**src/hdl/mfpr_pkg.sv**
```systemverilog
// Package for the marker-framed packet receiver.
// Holds widths, register defaults, register index codes and the control structs.
// No dependencies.
package mfpr_pkg;

  localparam int BYTE_W           = 8;
  localparam int CFG_IDX_W        = 2;
  localparam int BUFFER_DEPTH_DEF = 64;

  localparam logic [BYTE_W-1:0] START_MARKER_RST = 8'd64;  // at sign
  localparam logic [BYTE_W-1:0] FIRST_TERM_RST   = 8'd13;  // carriage return
  localparam logic [BYTE_W-1:0] SECOND_TERM_RST  = 8'd10;  // line feed

  localparam logic [CFG_IDX_W-1:0] REG_START_MARKER = 2'd0;
  localparam logic [CFG_IDX_W-1:0] REG_FIRST_TERM   = 2'd1;
  localparam logic [CFG_IDX_W-1:0] REG_SECOND_TERM  = 2'd2;

  // Commands from the controller to the datapath.
  typedef struct packed {
    logic clear_pkt;   // start marker seen: reset fill count and overflow flag
    logic store_byte;  // write the received byte at the fill position
    logic set_ovf;     // payload byte dropped on a full buffer
    logic load_burst;  // second terminator seen: prepare the readout
    logic rd_en;       // read the buffer at the readout index
    logic rd_inc;      // step the readout index
  } mfpr_cmd_t;

  // Status from the datapath to the controller.
  typedef struct packed {
    logic eq_start;
    logic eq_first;
    logic eq_second;
    logic buf_full;
    logic burst_last;
  } mfpr_stat_t;

endpackage

```
**src/hdl/mfpr_if.sv**
```systemverilog
// Handshake channel interfaces of the marker-framed packet receiver.
// Depends on mfpr_pkg for the field widths.
interface mfpr_in_if import mfpr_pkg::*; ();
  logic              valid;
  logic              ready;
  logic [BYTE_W-1:0] rx_byte;

  modport source (output valid, output rx_byte, input ready);
  modport sink (input valid, input rx_byte, output ready);
endinterface

interface mfpr_out_if import mfpr_pkg::*; ();
  logic              valid;
  logic              ready;
  logic [BYTE_W-1:0] payload_byte;
  logic              byte_valid;
  logic              is_last;
  logic              overflowed;

  modport source (output valid, output payload_byte, output byte_valid,
                  output is_last, output overflowed, input ready);
  modport sink (input valid, input payload_byte, input byte_valid,
                input is_last, input overflowed, output ready);
endinterface

interface mfpr_cfg_if import mfpr_pkg::*; ();
  logic                 valid;
  logic                 ready;
  logic [CFG_IDX_W-1:0] reg_index;
  logic [BYTE_W-1:0]    wdata;

  modport source (output valid, output reg_index, output wdata, input ready);
  modport sink (input valid, input reg_index, input wdata, output ready);
endinterface

```
**src/hdl/mfpr_ram.sv**
```systemverilog
// Generic single-write, single-read RAM with a registered read port.
// No dependencies.
module mfpr_ram #(
  parameter int WIDTH = 8,
  parameter int DEPTH = 64,
  localparam int AW   = (DEPTH > 1) ? $clog2(DEPTH) : 1
) (
  input  logic             clk,
  input  logic             we,
  input  logic [AW-1:0]    waddr,
  input  logic [WIDTH-1:0] wdata,
  input  logic             re,
  input  logic [AW-1:0]    raddr,
  output logic [WIDTH-1:0] rdata
);

  logic [WIDTH-1:0] mem [DEPTH];
  logic [WIDTH-1:0] rdata_r;

  always_ff @(posedge clk) begin
    if (we) begin
      mem[waddr] <= wdata;
    end
    if (re) begin
      rdata_r <= mem[raddr];
    end
  end

  assign rdata = rdata_r;

endmodule

```
**src/hdl/mfpr_ctrl.sv**
```systemverilog
// Controller of the marker-framed packet receiver: byte parser and burst sequencer.
// Depends on mfpr_pkg for the command and status structs.
module mfpr_ctrl import mfpr_pkg::*; (
  input  logic       clk,
  input  logic       rst_n,
  input  logic       in_valid,
  output logic       in_ready,
  output logic       out_valid,
  input  logic       out_ready,
  input  mfpr_stat_t stat,
  output mfpr_cmd_t  cmd
);

  typedef enum logic [2:0] {
    ST_WAIT,
    ST_COLLECT,
    ST_AWAIT_END,
    ST_READ,
    ST_EMIT
  } state_t;

  state_t state_r;
  state_t state_nxt;
  logic   in_acc;
  logic   out_acc;

  assign in_ready  = (state_r == ST_WAIT) || (state_r == ST_COLLECT) ||
                     (state_r == ST_AWAIT_END);
  assign out_valid = (state_r == ST_EMIT);
  assign in_acc    = in_valid && in_ready;
  assign out_acc   = out_valid && out_ready;

  always_comb begin
    state_nxt = state_r;
    cmd       = '0;
    unique case (state_r)
      ST_WAIT: begin
        if (in_acc && stat.eq_start) begin
          cmd.clear_pkt = 1'b1;
          state_nxt     = ST_COLLECT;
        end
      end
      ST_COLLECT: begin
        if (in_acc) begin
          // The terminator test comes before storing.
          if (stat.eq_first) begin
            state_nxt = ST_AWAIT_END;
          end else if (!stat.buf_full) begin
            cmd.store_byte = 1'b1;
          end else begin
            cmd.set_ovf = 1'b1;
          end
        end
      end
      ST_AWAIT_END: begin
        if (in_acc && stat.eq_second) begin
          cmd.load_burst = 1'b1;
          state_nxt      = ST_READ;
        end
      end
      ST_READ: begin
        cmd.rd_en = 1'b1;
        state_nxt = ST_EMIT;
      end
      ST_EMIT: begin
        if (out_acc) begin
          if (stat.burst_last) begin
            state_nxt = ST_WAIT;
          end else begin
            cmd.rd_inc = 1'b1;
            state_nxt  = ST_READ;
          end
        end
      end
      default: state_nxt = ST_WAIT;
    endcase
  end

  always_ff @(posedge clk) begin
    if (!rst_n) begin
      state_r <= ST_WAIT;
    end else begin
      state_r <= state_nxt;
    end
  end

endmodule

```
**src/hdl/mfpr_dpath.sv**
```systemverilog
// Datapath of the marker-framed packet receiver: configuration registers,
// byte compares, fill count, overflow flag, packet buffer and readout index.
// Depends on mfpr_pkg and mfpr_ram.
module mfpr_dpath import mfpr_pkg::*; #(
  parameter int BUFFER_DEPTH = BUFFER_DEPTH_DEF
) (
  input  logic                 clk,
  input  logic                 rst_n,
  input  mfpr_cmd_t            cmd,
  output mfpr_stat_t           stat,
  input  logic [BYTE_W-1:0]    rx_byte,
  input  logic                 cfg_wr,
  input  logic [CFG_IDX_W-1:0] cfg_index,
  input  logic [BYTE_W-1:0]    cfg_wdata,
  output logic [BYTE_W-1:0]    payload_byte,
  output logic                 byte_valid,
  output logic                 is_last,
  output logic                 overflowed
);

  localparam int AW = (BUFFER_DEPTH > 1) ? $clog2(BUFFER_DEPTH) : 1;
  localparam int CW = $clog2(BUFFER_DEPTH + 1);
  localparam logic [CW-1:0] FULL_COUNT = CW'(BUFFER_DEPTH);

  logic [BYTE_W-1:0] start_marker_r;
  logic [BYTE_W-1:0] first_term_r;
  logic [BYTE_W-1:0] second_term_r;
  logic [CW-1:0]     fill_r;
  logic              ovf_r;
  logic [AW-1:0]     rd_idx_r;
  logic              empty_r;
  logic [BYTE_W-1:0] rd_data;
  logic              rd_last;

  always_ff @(posedge clk) begin
    if (!rst_n) begin
      start_marker_r <= START_MARKER_RST;
      first_term_r   <= FIRST_TERM_RST;
      second_term_r  <= SECOND_TERM_RST;
    end else if (cfg_wr) begin
      unique case (cfg_index)
        REG_START_MARKER: start_marker_r <= cfg_wdata;
        REG_FIRST_TERM:   first_term_r   <= cfg_wdata;
        REG_SECOND_TERM:  second_term_r  <= cfg_wdata;
        default: ;
      endcase
    end
  end

  always_ff @(posedge clk) begin
    if (!rst_n) begin
      fill_r <= '0;
      ovf_r  <= 1'b0;
    end else begin
      if (cmd.clear_pkt) begin
        fill_r <= '0;
        ovf_r  <= 1'b0;
      end else begin
        if (cmd.store_byte) begin
          fill_r <= fill_r + CW'(1);
        end
        if (cmd.set_ovf) begin
          ovf_r <= 1'b1;
        end
      end
    end
  end

  always_ff @(posedge clk) begin
    if (!rst_n) begin
      rd_idx_r <= '0;
      empty_r  <= 1'b0;
    end else if (cmd.load_burst) begin
      rd_idx_r <= '0;
      empty_r  <= (fill_r == '0);
    end else if (cmd.rd_inc) begin
      rd_idx_r <= rd_idx_r + AW'(1);
    end
  end

  mfpr_ram #(
    .WIDTH (BYTE_W),
    .DEPTH (BUFFER_DEPTH)
  ) u_buf (
    .clk   (clk),
    .we    (cmd.store_byte),
    .waddr (fill_r[AW-1:0]),
    .wdata (rx_byte),
    .re    (cmd.rd_en),
    .raddr (rd_idx_r),
    .rdata (rd_data)
  );

  assign rd_last = ((CW'(rd_idx_r) + CW'(1)) == fill_r);

  assign stat.eq_start   = (rx_byte == start_marker_r);
  assign stat.eq_first   = (rx_byte == first_term_r);
  assign stat.eq_second  = (rx_byte == second_term_r);
  assign stat.buf_full   = (fill_r == FULL_COUNT);
  assign stat.burst_last = empty_r || rd_last;

  // An empty packet shows a single marker result with no byte.
  assign payload_byte = empty_r ? '0 : rd_data;
  assign byte_valid   = !empty_r;
  assign is_last      = empty_r || rd_last;
  assign overflowed   = ovf_r;

endmodule

```
**src/hdl/marker_framed_packet_receiver.sv**
```systemverilog
// Top level of the marker-framed packet receiver.
// Depends on mfpr_pkg, the channel interfaces, mfpr_ctrl and mfpr_dpath.

// Bytes are taken one per cycle while the parser waits for the start marker,
// collects payload up to the first terminator and waits for the second
// terminator. The second terminator starts a burst of one result per stored
// byte (one marker result with byte_valid low for an empty packet); each
// result passes through a read state, which issues the buffer's registered
// read, and an emit state that presents it until the sink takes it, so the
// input is held from the second terminator until the last result is taken.
// No byte is taken during a burst. Payload past BUFFER_DEPTH bytes is dropped
// and flagged on every result of that packet through overflowed. The
// configuration port always accepts; writes are meant for idle periods.
module marker_framed_packet_receiver import mfpr_pkg::*; #(
  parameter int BUFFER_DEPTH = BUFFER_DEPTH_DEF
) (
  input  logic clk,
  input  logic rst_n,
  mfpr_in_if.sink    in_ch,
  mfpr_out_if.source out_ch,
  mfpr_cfg_if.sink   cfg_ch
);

  mfpr_cmd_t  cmd;
  mfpr_stat_t stat;

  assign cfg_ch.ready = 1'b1;

  mfpr_ctrl u_ctrl (
    .clk       (clk),
    .rst_n     (rst_n),
    .in_valid  (in_ch.valid),
    .in_ready  (in_ch.ready),
    .out_valid (out_ch.valid),
    .out_ready (out_ch.ready),
    .stat      (stat),
    .cmd       (cmd)
  );

  mfpr_dpath #(
    .BUFFER_DEPTH (BUFFER_DEPTH)
  ) u_dpath (
    .clk          (clk),
    .rst_n        (rst_n),
    .cmd          (cmd),
    .stat         (stat),
    .rx_byte      (in_ch.rx_byte),
    .cfg_wr       (cfg_ch.valid && cfg_ch.ready),
    .cfg_index    (cfg_ch.reg_index),
    .cfg_wdata    (cfg_ch.wdata),
    .payload_byte (out_ch.payload_byte),
    .byte_valid   (out_ch.byte_valid),
    .is_last      (out_ch.is_last),
    .overflowed   (out_ch.overflowed)
  );

endmodule

```
**src/flat_wrapper.sv**
```systemverilog
// flat-port wrapper written by rule: the top's interface ports become plain ports
module marker_framed_packet_receiver_flat import mfpr_pkg::*;
#(
  parameter int BUFFER_DEPTH = BUFFER_DEPTH_DEF
)
  (clk, rst_n, in_ch_valid, in_ch_rx_byte, in_ch_ready, out_ch_valid, out_ch_payload_byte, out_ch_byte_valid, out_ch_is_last, out_ch_overflowed, out_ch_ready, cfg_ch_valid, cfg_ch_reg_index, cfg_ch_wdata, cfg_ch_ready);
  mfpr_in_if in_ch_i ();
  mfpr_out_if out_ch_i ();
  mfpr_cfg_if cfg_ch_i ();
  input  logic clk;
  input  logic rst_n;
  input wire logic [$bits(in_ch_i.valid)-1:0] in_ch_valid;
  input wire logic [$bits(in_ch_i.rx_byte)-1:0] in_ch_rx_byte;
  output wire logic [$bits(in_ch_i.ready)-1:0] in_ch_ready;
  output wire logic [$bits(out_ch_i.valid)-1:0] out_ch_valid;
  output wire logic [$bits(out_ch_i.payload_byte)-1:0] out_ch_payload_byte;
  output wire logic [$bits(out_ch_i.byte_valid)-1:0] out_ch_byte_valid;
  output wire logic [$bits(out_ch_i.is_last)-1:0] out_ch_is_last;
  output wire logic [$bits(out_ch_i.overflowed)-1:0] out_ch_overflowed;
  input wire logic [$bits(out_ch_i.ready)-1:0] out_ch_ready;
  input wire logic [$bits(cfg_ch_i.valid)-1:0] cfg_ch_valid;
  input wire logic [$bits(cfg_ch_i.reg_index)-1:0] cfg_ch_reg_index;
  input wire logic [$bits(cfg_ch_i.wdata)-1:0] cfg_ch_wdata;
  output wire logic [$bits(cfg_ch_i.ready)-1:0] cfg_ch_ready;
  assign in_ch_i.valid = in_ch_valid;
  assign in_ch_i.rx_byte = in_ch_rx_byte;
  assign in_ch_ready = in_ch_i.ready;
  assign out_ch_valid = out_ch_i.valid;
  assign out_ch_payload_byte = out_ch_i.payload_byte;
  assign out_ch_byte_valid = out_ch_i.byte_valid;
  assign out_ch_is_last = out_ch_i.is_last;
  assign out_ch_overflowed = out_ch_i.overflowed;
  assign out_ch_i.ready = out_ch_ready;
  assign cfg_ch_i.valid = cfg_ch_valid;
  assign cfg_ch_i.reg_index = cfg_ch_reg_index;
  assign cfg_ch_i.wdata = cfg_ch_wdata;
  assign cfg_ch_ready = cfg_ch_i.ready;
  marker_framed_packet_receiver #(.BUFFER_DEPTH(BUFFER_DEPTH)) u_core (.clk(clk), .rst_n(rst_n), .in_ch(in_ch_i), .out_ch(out_ch_i), .cfg_ch(cfg_ch_i));
endmodule
```
**config.mk**
```make
export PLATFORM = sky130hd
export DESIGN_NAME = marker_framed_packet_receiver_flat
export DESIGN_NICKNAME = d
export VERILOG_FILES = /design/src/hdl/mfpr_pkg.sv /design/src/hdl/mfpr_if.sv /design/src/hdl/mfpr_ram.sv /design/src/hdl/mfpr_ctrl.sv /design/src/hdl/mfpr_dpath.sv /design/src/hdl/marker_framed_packet_receiver.sv /design/src/flat_wrapper.sv
export SDC_FILE = /design/constraint.sdc
export NUM_CORES = 1
export LEC_CHECK = 0
export ABC_AREA = 1
export BUFFER_PORTS_ARGS = -buffer_cell sky130_fd_sc_hd__buf_2
export CAP_MARGIN = 30
export CORE_AREA = 8 8 250 252
export DETAILED_ROUTE_END_ITERATION = 6
export DIE_AREA = 0 0 258 260
export GPL_ROUTABILITY_DRIVEN = 0
export GPL_TIMING_DRIVEN = 1
export SLEW_MARGIN = 40
export SYNTH_ARGS = -nofsm -noshare
export SYNTH_HDL_FRONTEND = slang
export SYNTH_SLANG_ARGS = --single-unit
```
**constraint.sdc**
```tcl
create_clock -name clk -period 2.8 [get_ports clk]
set_input_delay 0.14 -clock clk [delete_from_list [all_inputs] [get_ports clk]]
set_output_delay 0.14 -clock clk [all_outputs]
set_load 0.05 [all_outputs]
```
==> results of run 1 <==
## what timing repair did
item / in CTS / in global routing
resized for setup: 3 / 3
endpoints found under the hold margin: 28 / 0
pin swaps: 0 / 0
hold buffers: 17 / 0
setup endpoints to repair: 1 / 1
gates cloned: 0 / 1
buffers inserted: 4 / 0
## metal layers
metal | GRT usage [%] | routed length [um] | share of wire [%] | vias to the layer above
met5 | 0 | 0 | 0 | -
met4 | 6.61 | 2220 | 3.3 | 0
met3 | 3.46 | 5460 | 8.2 | 137
met2 | 31.4 | 31300 | 47 | 772
met1 | 26.4 | 28000 | 42 | 7938
li1 | - | - | - | 7328
## flip-flops by register name, indices dropped and copies added, names as in the netlist
register / count
u_core.u_ctrl.state_r: 3
u_core.u_dpath.empty_r: 1
u_core.u_dpath.fill_r: 7
u_core.u_dpath.first_term_r: 8
u_core.u_dpath.overflowed: 1
u_core.u_dpath.rd_idx_r: 6
u_core.u_dpath.second_term_r: 8
u_core.u_dpath.start_marker_r: 8
u_core.u_dpath.u_buf.mem: 512
u_core.u_dpath.u_buf.rdata: 8
## cell families after synthesis
family | synth area share (%)
and+or+nand+nor | 13.0
DFF | 71.3
AOI/OAI and AO/OA | 11.3
buffers and inverters | 3.35
xor gates and xnor gates | 0.948
adders and majority gates | 0.163
other | 0.0162
## cell type report
class                   count  area [sq um]
clock inverters            39           329
fillers                  5362         31800
clock buffers              65          1460
well taps                 773           967
repair buffers            164          1300
multi-input cells        1246          5870
flip-flops and latches    562         16500
inverters                  69           268
## worst min-delay path, stage by stage
cell,delay [ns]
buf_2,0.11
inv_1,0.06
nor3_1,0.06
clkinv_1,0.16
a21oi_1,0.09
## cell usage after synthesis (all sizes together), types with 4 or more instances
cell type	number	area [sq um]
a21oi	51	255
nand4	6	37.5
o22ai	119	744
edfxtp	520	15600
nand3	82	450
o21ai	295	1480
o211ai	8	60.1
nor2	396	1530
inv	66	248
o221ai	4	35.0
nor3	5	25.0
xnor2	15	131
clkbuf	67	254
buf	49	262
xor2	10	87.6
nand2	246	956
dfxtp	42	841
## worst paths after layout
path                                         start                          endpoint
setup / recovery        u_core.u_dpath.rd_idx_r[1]                    out_ch_is_last
hold / removal                        cfg_ch_valid  u_core.u_dpath.start_marker_r[2]
setup reg to reg          u_core.u_dpath.fill_r[1]   u_core.u_dpath.u_buf.mem[35][3]
hold reg to reg   u_core.u_dpath.start_marker_r[2]  u_core.u_dpath.start_marker_r[2]
## through the flow
step                      setup WS [ns]  cell area, sq um  hold WS (ns)
after floorplan                   0.246             23100         0.239
after global placement            0.313             24600         0.390
after detailed placement          0.272             24600         0.397
after CTS                        0.0214             26600        0.0400
after global routing             0.0341             26700        0.0817
final                             0.129             26700        0.0653
## power groups by stage
stage | clock (mW) | sequential (mW) | combinational (mW)
after floorplan | 0 | 9.39 | 0.217
after global placement | 0 | 9.40 | 0.505
after detailed placement | 0 | 9.40 | 0.511
after CTS | 7.48 | 9.22 | 0.532
after global routing | 7.75 | 9.21 | 0.578
final | 7.36 | 9.22 | 0.536
==> results.json, run 1 <==
{
  "track_usage_pct": 19.4,
  "crit_path_max_fanout": 20,
  "yosys_warnings": 0,
  "syn_inst": 1993,
  "io_buffers": 35,
  "fin_crit_ns": 2.67,
  "p_total_mw": 17.1,
  "ys_async_sr_fraction_pct": 0,
  "layout-drive-gt1-share_pct": 12.4,
  "p_switching_mw": 3.61,
  "synth_edf_count": 520,
  "intPower_mw": 13.5,
  "worstPathRequired_ns": 2.66,
  "grt-ovfl-total": 0,
  "drv_cap": 0,
  "crit_path_max_incr_delay_ns": 0.56,
  "p_sw_share_pct": 21.1,
  "layout_common_cells": "edfxtp_1 (520), nor2_1 (391), o21ai_0 (280)",
  "outcome": "finished clean",
  "critPathKind": "flop to output pin",
  "maxSlewHeadroom_pct": 43.2,
  "htree_levels": 2,
  "powerDensity_nw_per_um2": 642,
  "grt_setup_unrepaired": "false",
  "fin_crit_sh_pct": 95.4,
  "clkPwrFrac_pct": 43.0,
  "diodes": 0,
  "synth_fp_nets": 2019,
  "rows": 89,
  "dp_hpwl_mm": 41.5,
  "avgViaCountPerCell": 5.54,
  "whs_path_depth": 5,
  "antenna_found_initial": 0,
  "hp-class": "primary input to flop",
  "p_seq_share_pct": 53.9,
  "share_comb_of_total_power_pct": 3.1,
  "cp_cell_sequence": "ha_1, nand2_1, nor2_1, nand2_1, nand2_1, nand2_1, nor2_1, nand3_2, nand2_2, buf_4",
  "ys_ff_latch": 562,
  "hold_viol_final": 0,
  "rrSetupSlack_ns": 0.18,
  "critPathMostFrequentCell": "nand2_1",
  "vias": 16200,
  "cp_num_buf_inv": 1,
  "numCtsBuffers": 56,
  "io_pins": 37,
  "antenna_left": 0,
  "synth_flop_cell": "edfxtp_1",
  "slowest_stage": "dfxtp_4",
  "wl_per_cell_um": 22.9,
  "r2r_cells": 10,
  "die_y_um": 260,
  "synth_cell_types": 36,
  "avgSynthCellArea_sq_um": 11.6,
  "area_growth_pct": 15.4,
  "final_common_cell": "edfxtp_1",
  "fmax_mhz": 374,
  "fin_nets": 2125,
  "yosysSeqAreaShare_pct": 71.3,
  "fp.dieW_um": 258,
  "vdd_ir_drop_max_uv": 461,
  "skew_ns": 0.0174,
  "numPlacedInstances": 2792,
  "crit_path_end_kind": "output pin",
  "worst_pin_slew_ns": 0.852,
  "wl_mm": 66.9,
  "crit_path_start_kind": "flop",
  "die_area_sq_um": 67100,
  "start_util_pct": 39.5,
  "cp.depth": 10,
  "worstPathArrival_ns": 2.53,
  "grt_max_degree": 78,
  "finalNonFillerCells": 2918,
  "coreArea_sq_um": 58500,
  "clock-sinks": 562,
  "finalSetupTns_ns": 0,
  "crit_family": "simple AND/OR/NAND/NOR gates",
  "synth.cell_area_sq_um": 23100,
  "fin_util_pct": 45.6,
  "setup_violations": 0,
  "cts_buffer_depth": 3,
  "initialDrtViolationCount": 2085,
  "cts_tree": "built",
  "power.leakage_nw": 9.19,
  "route.detailed.drc": 0,
  "clkTransAtPathRegs_ns": 0.06,
  "insertion_delay_ns": 0.61,
  "root_buffer": "clkbuf_16",
  "slew_viol_final": 0,
  "grt_pass1_vias": 15600,
  "drtPass1Iterations": 5,
  "grt_pass1_wl_mm": 99.5
}
Power figures use the tool's default switching activity.
==> run 2: changes to the inputs <==
--- a/config.mk
+++ b/config.mk
@@ -9,6 +9,7 @@
 export BUFFER_PORTS_ARGS = -buffer_cell sky130_fd_sc_hd__buf_2
 export CAP_MARGIN = 30
 export CORE_AREA = 8 8 250 252
+export CTS_BUF_LIST = sky130_fd_sc_hd__clkbuf_4 sky130_fd_sc_hd__clkbuf_8
 export DETAILED_ROUTE_END_ITERATION = 6
 export DIE_AREA = 0 0 258 260
 export GPL_ROUTABILITY_DRIVEN = 0
==> run 2 against run 1 <==
Sequential share of layout area decreased by 0.22 points. Critical path depth decreased by 3. Hold slack got worse by 0.0096 ns. Largest cell class unchanged. Power decreased by 1.4%. Clock-buffer cell count increased by 62. Non-clock buffer count increased by 7. Wire length increased by 1.1%. Final area increased by 0.37%. Clock skew increased by 0.030 ns. Sequential cell count unchanged. Critical endpoint unchanged. Via count increased by 1.0%. Sequential power about the same.
==> results.json, run 2 (synthesized netlist as in run 1, its figures left out) <==
{
  "coreArea_sq_um": 58500,
  "layout_setup_ws_ns": 0.153,
  "skew_ns": 0.0474,
  "grt_max_degree": 78,
  "start_util_pct": 39.5,
  "crit_path_end_kind": "output pin",
  "drv_cap": 0,
  "worst_pin_slew_ns": 0.826,
  "r2r_cells": 10,
  "grt_pass1_wl_mm": 101,
  "slew_viol_final": 0,
  "final_common_cell": "edfxtp_1",
  "maxSlewHeadroom_pct": 45.0,
  "cts_tree": "built",
  "numCtsBuffers": 89,
  "wl_mm": 67.6,
  "initialDrtViolationCount": 2042,
  "fin_crit_sh_pct": 94.5,
  "htree_levels": 3,
  "largest_reg_flops": 512,
  "worstPathArrival_ns": 2.51,
  "fin_crit_ns": 2.65,
  "vdd_ir_drop_max_uv": 374,
  "vias": 16300,
  "hold_viol_final": 0,
  "pre_cts_slack_ns": 0.272,
  "fin_nets": 2165,
  "die_area_sq_um": 67100,
  "area_growth_pct": 15.9,
  "setup_violations": 0,
  "wl_per_cell_um": 22.7,
  "antenna_left": 0,
  "io_buffers": 35,
  "drtPass1Iterations": 6,
  "powerDensity_nw_per_um2": 630,
  "insertion_delay_ns": 0.68,
  "p_total_mw": 16.9,
  "layout-drive-gt1-share_pct": 14.7,
  "cts_buffer_depth": 3,
  "clkTransAtPathRegs_ns": 0.07,
  "die_y_um": 260,
  "grt_pass1_vias": 16100,
  "root_buffer": "clkbuf_8",
  "whs_path_depth": 2,
  "rows": 89,
  "critPathKind": "flop to output pin",
  "worstPathRequired_ns": 2.66,
  "fp.dieW_um": 258,
  "fmax_mhz": 378,
  "track_usage_pct": 19.7,
  "dp_hpwl_mm": 41.5,
  "avgViaCountPerCell": 5.48,
  "route.detailed.drc": 0,
  "largest_register": "u_core.u_dpath.u_buf.mem",
  "crit_path_max_fanout": 14,
  "grt-ovfl-total": 0,
  "power.leakage_nw": 9.32,
  "outcome": "finished clean",
  "io_pins": 37,
  "antenna_found_initial": 1,
  "hp-class": "primary input to flop",
  "layout_common_cells": "edfxtp_1 (520), nor2_1 (391), o21ai_0 (280)",
  "clock-sinks": 562,
  "crit_path_start_kind": "flop",
  "fillerInstances": 5347
}
## run 2: cell count changes in the layout (fill, tap and decap cells not counted), sizes merged
cell         delta
bufinv          -1
dlygate4sd3     +5
clkinvlp        -7
diode           +1
clkinv          +4
buf             +2
clkbuf         +62
inv             -1
## run 2: path summary, 6_finish.rpt
check                                   start                                to  slack (ns)
min                          in_ch_rx_byte[6]   u_core.u_dpath.u_buf.mem[12][6]        0.06
max reg2reg          u_core.u_dpath.fill_r[1]   u_core.u_dpath.u_buf.mem[35][6]        0.21
max                u_core.u_dpath.rd_idx_r[5]                    out_ch_is_last        0.15
min reg2reg  u_core.u_dpath.start_marker_r[2]  u_core.u_dpath.start_marker_r[2]        0.47
## run 2: timing repair
| item | in CTS | in global routing |
|---|---|---|
| endpoints found under the setup margin | 1 | 1 |
| gates resized for setup | 4 | 3 |
| gates cloned | 0 | 1 |
| hold buffers | 22 | 0 |
| hold endpoints to repair | 28 | 0 |
| setup buffers | 4 | 2 |
## run 2: area by class of cell
class / instances / area (sq um) / area share, %
Antenna cell: 1 / 2.50 / 0.00935
Timing Repair Buffer: 171 / 1370 / 5.12
Sequential cell: 562 / 16500 / 61.6
Inverter: 69 / 268 / 1.00
Clock inverter: 34 / 251 / 0.940
Multi-Input combinational cell: 1246 / 5870 / 22.0
Clock buffer: 127 / 1550 / 5.81
Tap cell: 773 / 967 / 3.61
## run 2: through the flow
step	utilization, %	setup TNS [ns]	area, sq um	hold WS (ns)	instances
5_1_grt	45.8	-0.0316	26800	0.0338	2983
3_5_place_dp	42.1	0	24600	0.397	2792
4_1_cts	45.7	0	26700	0.0155	2979
2_1_floorplan	-	0	23100	0.239	1993
6_report	45.8	0	26800	0.0556	2983
3_3_place_gp	42.1	0	24600	0.390	2792
## run 2: worst max-delay path, cell delays in order (launching register included)
cell and delay (ns):
dfxtp_1 0.60, clkinv_1 0.41, nand3_1 0.22, nand3_1 0.09, nand2_1 0.09, nand3_2 0.14, nand2_2 0.11, buf_6 0.17
## run 2: power by group
group          total (mW)  switching [mW]  internal (mW)  leakage, nW
Sequential           9.22          0.0239           9.20         5.02
Clock                7.11            3.18           3.93        0.955
Combinational       0.540           0.401          0.139         3.35
Total                16.9            3.60           13.3         9.32
## run 2: per-layer routing
layer,vias up,routed length [um],global-route usage (%)
li1,7416,-,-
met1,7971,27900,26.2
met2,834,31700,31.9
met3,117,5850,3.47
met4,0,2150,7.86
met5,-,0,0
